File: src/rtl/skpt_pkg.sv
`timescale 1ns / 1ps

package skpt_pkg;

  // key and counter widths
  localparam int KEY_BITS       = 64;
  localparam int COUNT_BITS     = 32;
  localparam int SKIP_BITS      = 32;
  localparam int REASON_BITS    = 2;

  // configuration port
  localparam int SPACING_BITS   = 5;
  localparam int CFG_INDEX_BITS = 2;
  localparam int CFG_DATA_BITS  = 5;

  localparam logic [CFG_INDEX_BITS-1:0] REG_SPACING_LOG2 = 2'd0;
  localparam logic [CFG_INDEX_BITS-1:0] REG_START_PARITY = 2'd1;

  localparam logic [SPACING_BITS-1:0] SPACING_RESET = 5'd20;
  localparam logic [SPACING_BITS-1:0] MAX_SPACING   = 5'd24;

  // reason codes on the result channel
  localparam logic [REASON_BITS-1:0] REASON_FIRST   = 2'd0;
  localparam logic [REASON_BITS-1:0] REASON_FAR     = 2'd1;
  localparam logic [REASON_BITS-1:0] REASON_RUN_END = 2'd2;

  // limb-serial power unit: d^5 built from 24-bit limbs
  localparam int LIMB_BITS     = 24;
  localparam int NUM_LIMBS     = 5;
  localparam int LIMB_IDX_BITS = 3;
  localparam int PASS_BITS     = 3;
  localparam int POW_PASSES    = 4;
  localparam int WIDE_BITS     = NUM_LIMBS * LIMB_BITS;
  localparam int SHIFT_BITS    = 7;

  localparam logic [COUNT_BITS-1:0] COUNT_MAX = {COUNT_BITS{1'b1}};

  // controller to datapath
  typedef struct packed {
    logic                     load_key;
    logic                     first;
    logic                     far_emit;
    logic                     plain_quiet;
    logic                     run_extend;
    logic                     fail_prev;
    logic                     fail_key;
    logic                     gsq;
    logic                     pow_step;
    logic                     pow_last;
    logic [LIMB_IDX_BITS-1:0] limb;
  } cmd_t;

  // datapath to controller
  typedef struct packed {
    logic seen_first;
    logic in_run;
    logic parity;
    logic prev_far;
    logic anchor_far;
    logic run_cont;
    logic out_free;
  } status_t;

endpackage

File: src/rtl/skpt_ctrl.sv
`timescale 1ns / 1ps

module skpt_ctrl (
  input  logic              clk,
  input  logic              rst,
  input  logic              in_valid,
  output logic              in_ready,
  input  skpt_pkg::status_t status,
  output skpt_pkg::cmd_t    cmd
);

  localparam logic [3:0] S_IDLE  = 4'd0;
  localparam logic [3:0] S_EVAL  = 4'd1;
  localparam logic [3:0] S_GSQ   = 4'd2;
  localparam logic [3:0] S_POW   = 4'd3;
  localparam logic [3:0] S_CMP   = 4'd4;
  localparam logic [3:0] S_FAIL  = 4'd5;
  localparam logic [3:0] S_PLAIN = 4'd6;
  localparam logic [3:0] S_FAR   = 4'd7;
  localparam logic [3:0] S_FIRST = 4'd8;

  logic [3:0]                     state, state_next;
  logic [skpt_pkg::PASS_BITS-1:0] pass, pass_next;
  logic [1:0]                     limb, limb_next;
  logic                           pow_last;

  assign in_ready = (state == S_IDLE);
  assign pow_last = ({1'b0, limb} == pass - 3'd1);

  // next state and commands
  always_comb begin
    state_next   = state;
    pass_next    = pass;
    limb_next    = limb;
    cmd          = '0;
    cmd.limb     = {1'b0, limb};
    cmd.pow_last = pow_last;
    case (state)
      S_IDLE: begin
        if (in_valid) begin
          cmd.load_key = 1'b1;
          state_next   = S_EVAL;
        end
      end
      S_EVAL: begin
        if (!status.seen_first) begin
          state_next = S_FIRST;
        end else if (status.in_run) begin
          state_next = status.anchor_far ? S_FAIL : S_GSQ;
        end else begin
          state_next = S_PLAIN;
        end
      end
      S_GSQ: begin
        cmd.gsq    = 1'b1;
        pass_next  = 3'd1;
        limb_next  = 2'd0;
        state_next = S_POW;
      end
      S_POW: begin
        cmd.pow_step = 1'b1;
        if (pow_last) begin
          limb_next = 2'd0;
          if (pass == 3'(skpt_pkg::POW_PASSES)) begin
            state_next = S_CMP;
          end else begin
            pass_next = pass + 3'd1;
          end
        end else begin
          limb_next = limb + 2'd1;
        end
      end
      S_CMP: begin
        if (status.run_cont) begin
          cmd.run_extend = 1'b1;
          state_next     = S_IDLE;
        end else begin
          state_next = S_FAIL;
        end
      end
      S_FAIL: begin
        if (status.out_free) begin
          if (!status.parity) begin
            cmd.fail_prev = 1'b1;
            state_next    = status.prev_far ? S_FAR : S_IDLE;
          end else begin
            cmd.fail_key = 1'b1;
            state_next   = S_IDLE;
          end
        end
      end
      S_PLAIN: begin
        if (status.prev_far) begin
          if (status.out_free) begin
            cmd.far_emit = 1'b1;
            state_next   = S_IDLE;
          end
        end else begin
          cmd.plain_quiet = 1'b1;
          state_next      = S_IDLE;
        end
      end
      S_FAR: begin
        if (status.out_free) begin
          cmd.far_emit = 1'b1;
          state_next   = S_IDLE;
        end
      end
      S_FIRST: begin
        if (status.out_free) begin
          cmd.first  = 1'b1;
          state_next = S_IDLE;
        end
      end
      default: begin
        state_next = S_IDLE;
      end
    endcase
  end

  // state registers
  always_ff @(posedge clk) begin
    if (rst) begin
      state <= S_IDLE;
      pass  <= 3'd1;
      limb  <= 2'd0;
    end else begin
      state <= state_next;
      pass  <= pass_next;
      limb  <= limb_next;
    end
  end

  // multiplier limb always below the current pass length
  a_limb_in_pass: assert property (@(posedge clk) disable iff (rst)
    cmd.pow_step |-> ({1'b0, limb} < pass))
    else $error("limb index beyond pass length");

  // compare only follows the last power step
  a_cmp_after_pow: assert property (@(posedge clk) disable iff (rst)
    (state == S_CMP) |-> ($past(state) == S_POW))
    else $error("compare entered without power pass");

  // at most one state update command per cycle
  a_one_update: assert property (@(posedge clk) disable iff (rst)
    $onehot0({cmd.first, cmd.far_emit, cmd.plain_quiet, cmd.run_extend,
              cmd.fail_prev, cmd.fail_key}))
    else $error("several update commands in one cycle");

endmodule

File: src/rtl/skpt_dp.sv
`timescale 1ns / 1ps

module skpt_dp (
  input  logic                                 clk,
  input  logic                                 rst,
  input  skpt_pkg::cmd_t                       cmd,
  output skpt_pkg::status_t                    status,
  input  logic [skpt_pkg::KEY_BITS-1:0]        point_key,
  input  logic                                 cfg_valid,
  input  logic [skpt_pkg::CFG_INDEX_BITS-1:0]  cfg_index,
  input  logic [skpt_pkg::CFG_DATA_BITS-1:0]   cfg_data,
  input  logic                                 out_ready,
  output logic                                 out_valid,
  output logic [skpt_pkg::KEY_BITS-1:0]        kept_key,
  output logic [skpt_pkg::REASON_BITS-1:0]     keep_reason,
  output logic [skpt_pkg::SKIP_BITS-1:0]       skipped_count,
  output logic                                 last_of_run
);

  localparam int KB = skpt_pkg::KEY_BITS;
  localparam int LB = skpt_pkg::LIMB_BITS;
  localparam int WB = skpt_pkg::WIDE_BITS;
  localparam logic [skpt_pkg::COUNT_BITS-1:0] COUNT_ONE =
    {{(skpt_pkg::COUNT_BITS-1){1'b0}}, 1'b1};

  // control state
  logic                              seen_first;
  logic                              in_run;
  logic                              parity;
  logic [skpt_pkg::SPACING_BITS-1:0] spacing;

  // payload state
  logic [KB-1:0]                   key_r;
  logic [KB-1:0]                   previous_key;
  logic [KB-1:0]                   anchor_key;
  logic [LB-1:0]                   run_gap;
  logic [skpt_pkg::COUNT_BITS-1:0] run_length;

  // power unit
  logic [LB-1:0]   pw [skpt_pkg::NUM_LIMBS];
  logic [LB-1:0]   carry;
  logic [LB-1:0]   d_r;
  logic [2*LB-1:0] g2;
  logic [WB-1:0]   rhs;
  logic [WB-1:0]   pw_flat;
  logic [LB-1:0]   mul_a, mul_b;
  logic [2*LB-1:0] prod, sum;

  logic [skpt_pkg::SPACING_BITS-1:0] s_eff;
  logic [skpt_pkg::SHIFT_BITS-1:0]   sh3;
  logic [KB-1:0]                     far_mask;
  logic [KB-1:0]                     dist_prev, dist_anchor;
  logic                              prev_far, prev_nonzero, anchor_far;
  logic                              open_run, emit, take_key;
  logic [skpt_pkg::COUNT_BITS-1:0]   cnt_prev;

  // distances and spacing tests
  assign s_eff        = (spacing > skpt_pkg::MAX_SPACING) ? skpt_pkg::MAX_SPACING : spacing;
  assign sh3          = {2'b00, s_eff} + {1'b0, s_eff, 1'b0};
  assign far_mask     = {KB{1'b1}} << s_eff;
  assign dist_prev    = key_r - previous_key;
  assign dist_anchor  = key_r - anchor_key;
  assign prev_far     = |(dist_prev & far_mask);
  assign prev_nonzero = |dist_prev;
  assign anchor_far   = |(dist_anchor & far_mask);

  assign open_run = (cmd.plain_quiet | cmd.fail_prev) & ~prev_far & prev_nonzero;
  assign emit     = cmd.first | cmd.far_emit | cmd.fail_prev | cmd.fail_key;
  assign take_key = cmd.first | cmd.far_emit | cmd.plain_quiet | cmd.run_extend |
                    cmd.fail_prev | cmd.fail_key;
  assign cnt_prev = (run_length != skpt_pkg::COUNT_MAX) ? run_length - COUNT_ONE : run_length;

  // shared 24x24 multiplier
  assign mul_a = cmd.gsq ? run_gap : pw[cmd.limb];
  assign mul_b = cmd.gsq ? run_gap : d_r;
  assign prod  = mul_a * mul_b;
  assign sum   = prod + {{LB{1'b0}}, carry};

  always_comb begin
    for (int i = 0; i < skpt_pkg::NUM_LIMBS; i++) begin
      pw_flat[i*LB +: LB] = pw[i];
    end
  end

  // status back to the controller
  assign status.seen_first = seen_first;
  assign status.in_run     = in_run;
  assign status.parity     = parity;
  assign status.prev_far   = prev_far;
  assign status.anchor_far = anchor_far;
  assign status.run_cont   = (pw_flat <= rhs);
  assign status.out_free   = ~out_valid | out_ready;

  // control registers and configuration
  always_ff @(posedge clk) begin
    if (rst) begin
      seen_first <= 1'b0;
      in_run     <= 1'b0;
      parity     <= 1'b0;
      spacing    <= skpt_pkg::SPACING_RESET;
      out_valid  <= 1'b0;
    end else begin
      if (cfg_valid) begin
        if (cfg_index == skpt_pkg::REG_SPACING_LOG2) begin
          spacing <= cfg_data;
        end
        if (cfg_index == skpt_pkg::REG_START_PARITY) begin
          parity <= cfg_data[0];
        end
      end
      if (cmd.first) begin
        seen_first <= 1'b1;
      end
      if (cmd.plain_quiet || cmd.fail_prev) begin
        in_run <= open_run;
      end else if (cmd.fail_key) begin
        in_run <= 1'b0;
      end
      if (cmd.fail_prev) begin
        parity <= 1'b1;
      end else if (cmd.fail_key) begin
        parity <= 1'b0;
      end
      if (emit) begin
        out_valid <= 1'b1;
      end else if (out_ready) begin
        out_valid <= 1'b0;
      end
    end
  end

  // key and run bookkeeping
  always_ff @(posedge clk) begin
    if (cmd.load_key) begin
      key_r <= point_key;
    end
    if (take_key) begin
      previous_key <= key_r;
    end
    if (open_run) begin
      anchor_key <= previous_key;
      run_gap    <= dist_prev[LB-1:0];
      run_length <= COUNT_ONE;
    end else if (cmd.run_extend && run_length != skpt_pkg::COUNT_MAX) begin
      run_length <= run_length + COUNT_ONE;
    end
  end

  // result register
  always_ff @(posedge clk) begin
    if (cmd.first) begin
      kept_key      <= key_r;
      keep_reason   <= skpt_pkg::REASON_FIRST;
      skipped_count <= '0;
      last_of_run   <= 1'b1;
    end else if (cmd.far_emit) begin
      kept_key      <= key_r;
      keep_reason   <= skpt_pkg::REASON_FAR;
      skipped_count <= '0;
      last_of_run   <= 1'b1;
    end else if (cmd.fail_prev) begin
      kept_key      <= previous_key;
      keep_reason   <= skpt_pkg::REASON_RUN_END;
      skipped_count <= cnt_prev;
      last_of_run   <= ~prev_far;
    end else if (cmd.fail_key) begin
      kept_key      <= key_r;
      keep_reason   <= skpt_pkg::REASON_RUN_END;
      skipped_count <= run_length;
      last_of_run   <= 1'b1;
    end
  end

  // power unit: g^2, then d^2..d^5 one limb per cycle
  always_ff @(posedge clk) begin
    rhs <= {{(WB-2*LB){1'b0}}, g2} << sh3;
    if (cmd.gsq) begin
      g2    <= prod;
      d_r   <= dist_anchor[LB-1:0];
      carry <= '0;
      for (int i = 0; i < skpt_pkg::NUM_LIMBS; i++) begin
        pw[i] <= (i == 0) ? dist_anchor[LB-1:0] : '0;
      end
    end else if (cmd.pow_step) begin
      pw[cmd.limb] <= sum[LB-1:0];
      if (cmd.pow_last) begin
        pw[cmd.limb + 3'd1] <= sum[2*LB-1:LB];
        carry               <= '0;
      end else begin
        carry <= sum[2*LB-1:LB];
      end
    end
  end

  // results only load into a free or draining register
  a_emit_free: assert property (@(posedge clk) disable iff (rst)
    emit |-> (!out_valid || out_ready))
    else $error("result loaded over a waiting item");

  // a run is only open after the first key
  a_run_seen: assert property (@(posedge clk) disable iff (rst)
    in_run |-> seen_first)
    else $error("skip run open before first key");

  // skip count only on run-end results
  a_count_zero: assert property (@(posedge clk) disable iff (rst)
    (out_valid && keep_reason != skpt_pkg::REASON_RUN_END) |-> (skipped_count == '0))
    else $error("nonzero skip count outside run end");

endmodule

File: src/rtl/sorted_key_point_thinning_unit.sv
`timescale 1ns / 1ps

// channel  signals                                   direction
// in       in_valid, in_ready, point_key             item in
// out      out_valid, out_ready, kept_key,           item out
//          keep_reason, skipped_count, last_of_run
// cfg      cfg_valid, cfg_ready, cfg_index, cfg_data register write
//
// one item at a time; a first or plain key, with or without a far result, takes no
// multiplier; a key inside a skip run is settled by the d^5 compare on the
// shared 24x24 multiplier (g^2 first, then limb steps for d^2..d^5, then the compare)
// a key at least 2^S past the anchor skips the multiplier and can give two results
// rst is synchronous; config is accepted every cycle, cfg_ready stays high
// a stalled result holds the controller before its emit; the input side waits

module sorted_key_point_thinning_unit (
  input  logic                                 clk,
  input  logic                                 rst,
  input  logic                                 in_valid,
  output logic                                 in_ready,
  input  logic [skpt_pkg::KEY_BITS-1:0]        point_key,
  output logic                                 out_valid,
  input  logic                                 out_ready,
  output logic [skpt_pkg::KEY_BITS-1:0]        kept_key,
  output logic [skpt_pkg::REASON_BITS-1:0]     keep_reason,
  output logic [skpt_pkg::SKIP_BITS-1:0]       skipped_count,
  output logic                                 last_of_run,
  input  logic                                 cfg_valid,
  output logic                                 cfg_ready,
  input  logic [skpt_pkg::CFG_INDEX_BITS-1:0]  cfg_index,
  input  logic [skpt_pkg::CFG_DATA_BITS-1:0]   cfg_data
);

  skpt_pkg::cmd_t    cmd;
  skpt_pkg::status_t status;

  assign cfg_ready = 1'b1;

  // sequencer
  skpt_ctrl u_ctrl (
    .clk      (clk),
    .rst      (rst),
    .in_valid (in_valid),
    .in_ready (in_ready),
    .status   (status),
    .cmd      (cmd)
  );

  // state, power unit and result register
  skpt_dp u_dp (
    .clk           (clk),
    .rst           (rst),
    .cmd           (cmd),
    .status        (status),
    .point_key     (point_key),
    .cfg_valid     (cfg_valid),
    .cfg_index     (cfg_index),
    .cfg_data      (cfg_data),
    .out_ready     (out_ready),
    .out_valid     (out_valid),
    .kept_key      (kept_key),
    .keep_reason   (keep_reason),
    .skipped_count (skipped_count),
    .last_of_run   (last_of_run)
  );

endmodule
File: config.mk
export PLATFORM = sky130hd
export DESIGN_NAME = sorted_key_point_thinning_unit
export DESIGN_NICKNAME = d
export VERILOG_FILES = /design/src/rtl/skpt_pkg.sv /design/src/rtl/skpt_ctrl.sv /design/src/rtl/skpt_dp.sv /design/src/rtl/sorted_key_point_thinning_unit.sv
export SDC_FILE = /design/constraint.sdc
export NUM_CORES = 2
export LEC_CHECK = 0
export ABC_AREA = 1
export BUFFER_PORTS_ARGS = -buffer_cell sky130_fd_sc_hd__buf_2
export CORE_ASPECT_RATIO = 0.7
export CORE_UTILIZATION = 35
export DETAILED_ROUTE_END_ITERATION = 12
export GPL_TIMING_DRIVEN = 0
export PLACE_DENSITY = 0.5
export RECOVER_POWER = 25
export SETUP_SLACK_MARGIN = 0.5
export SLEW_MARGIN = 0
export SYNTH_ARGS = -nofsm -noshare
export SYNTH_HDL_FRONTEND = slang
export SYNTH_SLANG_ARGS = --single-unit
File: constraint.sdc
create_clock -name clk -period 10.55 [get_ports clk]
set_input_delay 0.5275 -clock clk [delete_from_list [all_inputs] [get_ports clk]]
set_output_delay 0.5275 -clock clk [all_outputs]
set_load 0.005 [all_outputs]
==> reports/qor.yml <==
outcome:
  violations: "capacitance limit, slew limit"
  outcome: "complete, but fails checks"
sta:
  fin_skew_ns: 0.0895
  tightestPinTransition_ns: 1.59
  relSlewSlack: -0.0723
  min_period_over_period: 0.968
  max_freq_mhz: 97.9
  grt_setup_unrepaired: "true"
  final_max_slew_viol_count: 4
  finalSetupViolCount: 0
  min_period_ns: 10.21
  hold_viol: 0
floorplan:
  rows: 133
  die_w_um: 524
  io_pins: 178
  coreArea_sq_um: 189000
  start_util: 0.354
  die_area_sq_um: 193000
  die-height_um: 367
worst_setup_path:
  cpMostUsedCell: "inv_1"
  worstPathRequired_ns: 10.96
  path_buf_inv: 13
  arrival_ns: 10.62
  cp_slowest_cell: "fa_1"
  worstSetupEndpointType: "flop"
  critical-path-max-stage-delay_ns: 0.54
  critPathTopFamily: "adder cells"
  crit_path_start_kind: "flop"
  worstSetupPathType: "flop to flop"
  critPathMaxFanout: 10
global_route:
  grt_max_degree: 62
  antenna_found_initial: 20
  grt_pass1_wl_um: 434000
  grt_pass1_vias: 60100
  overflow: 0
  gr-usage-all-layers: 0.316
yosys:
  synth_edf_count: 472
  synth_area_per_cell_sq_um: 7.21
  yosysSeqAreaShare: 0.281
  synth_top_area_share: 0.212
  syn-cell-area_sq_um: 66800
  ys_async_sr_fraction: 0
  ys_warn_count: 0
  yosysTopAreaCell: "edfxtp_1"
  synthCells: 9259
  yosysUniqueCellTypes: 59
  ys.flop_type: "edfxtp_1"
  synth_area_leaders: "edfxtp_1 21%, fa_1 15%, nand2_1 14%"
  ys_ff_latch: 703
  syn_nets: 10300
route:
  routed_wl_um: 308000
  drt_iter0_markers: 7767
  avgRoutedWirePerCell_um: 25.2
  dr_total_vias: 64600
  vias_per_cell: 5.28
  ant_nets: 0
  drt_pass1_iterations: 7
  drc_errors: 0
layout:
  nets: 10700
  drive_gt1_frac: 0.0757
  final_cells: 12200
  synthToLayoutAreaGrowth_pct: 15.5
clock_tree:
  cts_buffer_depth: 3
  clock_sinks: 703
  cts-root-buf: "clkbuf_16"
  cts_tree: "yes"
  clk_latency_ns: 0.76
  h-tree-depth: 3
  cts_made_buffers: 80
  clk_pin_slew_ns: 0.06
placement:
  dp.cells: 11900
  gp_congestion: 1.01
  hpwl_um: 264000
  io_buffers: 175
min_path:
  min_path_type: "primary input to flop"
flow_run:
  cap_violations: 1
==> timing repair <==
action,in CTS,in global routing
gates resized for setup,367,213
buffers inserted,20,45
endpoints found under the setup margin,177,144
hold buffers,64,0
gates cloned,2,1
endpoints found under the hold margin,64,0
pin swaps,12,35
==> worst register-to-register path, delay by kind of cell, from the launching register on <==
| kind | cells | cell delay [ns] |
|---|---|---|
| simple gates | 11 | 1.80 |
| xor+xnor | 1 | 0.29 |
| compound gates | 9 | 1.75 |
| flops | 1 | 0.34 |
| fa+ha+maj | 9 | 4.27 |
| buf+inv | 13 | 1.46 |
==> through the flow <==
stage	util	setup slack (ns)	TNS, ns	hold slack [ns]	area [sq um]
global placement	0.375	-3.38	-429.22	0.429	70800
global route	0.409	0.201	0	0.113	77100
CTS	0.403	0.466	0	0.0591	76000
floorplan	-	1.05	0	0.426	66800
finish	0.409	0.339	0	0.125	77200
detailed placement	0.376	-2.99	-364.16	0.432	71000
==> cells in the final DEF, fill, tap and decap left out, drive strengths merged, types with 7 or more instances in the layout <==
cell and count:
o211ai 18, diode 9, o21a 13, o21bai 20, nand2 2559, a211oi 7, nor4 24, a31oi 28
clkinvlp 10, o21ai 562, dlygate4sd3 64, clkinv 39, dfxtp 231, and2 14, nand3 300, ha 467
nand3b 50, xnor2 33, nor2 993, a21oi 369, xor2 77, a21o 13, nor3 69, inv 1897
or2 24, nand4 100, a221o 13, mux2i 8, clkbuf 344, edfxtp 472, o221ai 20, o22ai 103
fa 486, buf 268
==> cells in the mapped netlist, types with 22 or more instances <==
library cell / number
o22ai_1: 103
clkbuf_1: 219
fa_1: 486
buf_1: 22
nand4_1: 100
ha_1: 467
nand3_1: 298
or2_2: 24
dfxtp_1: 231
a31oi_1: 28
nand3b_1: 50
edfxtp_1: 472
o21ai_1: 44
inv_1: 1882
xnor2_1: 30
o21ai_0: 515
nor2_1: 981
xor2_1: 74
nor3_1: 66
nand2_1: 2551
nor4_1: 23
a21oi_1: 369
==> per-layer routing <==
| layer | routed length (um) | global-route usage |
|---|---|---|
| met4 | 5050 | 0.0496 |
| met2 | 113000 | 0.406 |
| met3 | 40400 | 0.102 |
| met5 | 23 | 0 |
| met1 | 149000 | 0.503 |
==> final timing paths <==
kind | endpoint | from | cells after the start | slack [ns]
max reg2reg | u_dp.pw[1][14]$_DFFE_PP_ | u_ctrl.state[3]$_SDFFE_PP0P_ | 43 | 0.34
min reg2reg | u_dp.anchor_key[15]$_DFFE_PP_ | u_dp.previous_key[15]$_DFFE_PP_ | 0 | 0.43
max | u_dp.pw[1][14]$_DFFE_PP_ | u_ctrl.state[3]$_SDFFE_PP0P_ | 43 | 0.34
min | u_dp.spacing[1]$_SDFFE_PP0P_ | cfg_data[1] | 3 | 0.12
==> logic make-up after synthesis <==
kind of cell / Yosys count / synth area share
buffers and inverters: 2159 / 0.122
and+or+nand+nor: 4140 / 0.250
DFF: 703 / 0.281
AOI/OAI and AO/OA: 1185 / 0.0971
adders and majority gates: 953 / 0.233
muxes: 8 / 0.00120
other: 1 / 0.0000562
xor gates and xnor gates: 110 / 0.0151
==> state kept, by name, summed over array words and instances, names as in the netlist, 24 cells and up, named ones only <==
register / count
u_dp.anchor_key: 64
u_dp.carry: 24
u_dp.d_r: 24
u_dp.g2: 48
u_dp.kept_key: 64
u_dp.key_r: 64
u_dp.previous_key: 64
u_dp.pw: 120
u_dp.rhs: 120
u_dp.run_gap: 24
u_dp.run_length: 32
u_dp.skipped_count: 32
==> cell type report <==
type                            count  area, sq um
Fill cell                       20000       112000
Multi-Input combinational cell   6397        41500
Sequential cell                   703        18800
Inverter                         1908         7200
Tap cell                         2497         3120
Clock buffer                      106         2260
Timing Repair Buffer              319         2250
Buffer                            251         1480
Clock inverter                     42          509
Antenna cell                        9         22.5
Power is not shown: default switching activity piles up to over one toggle a cycle in this logic, so the estimate is an artifact.
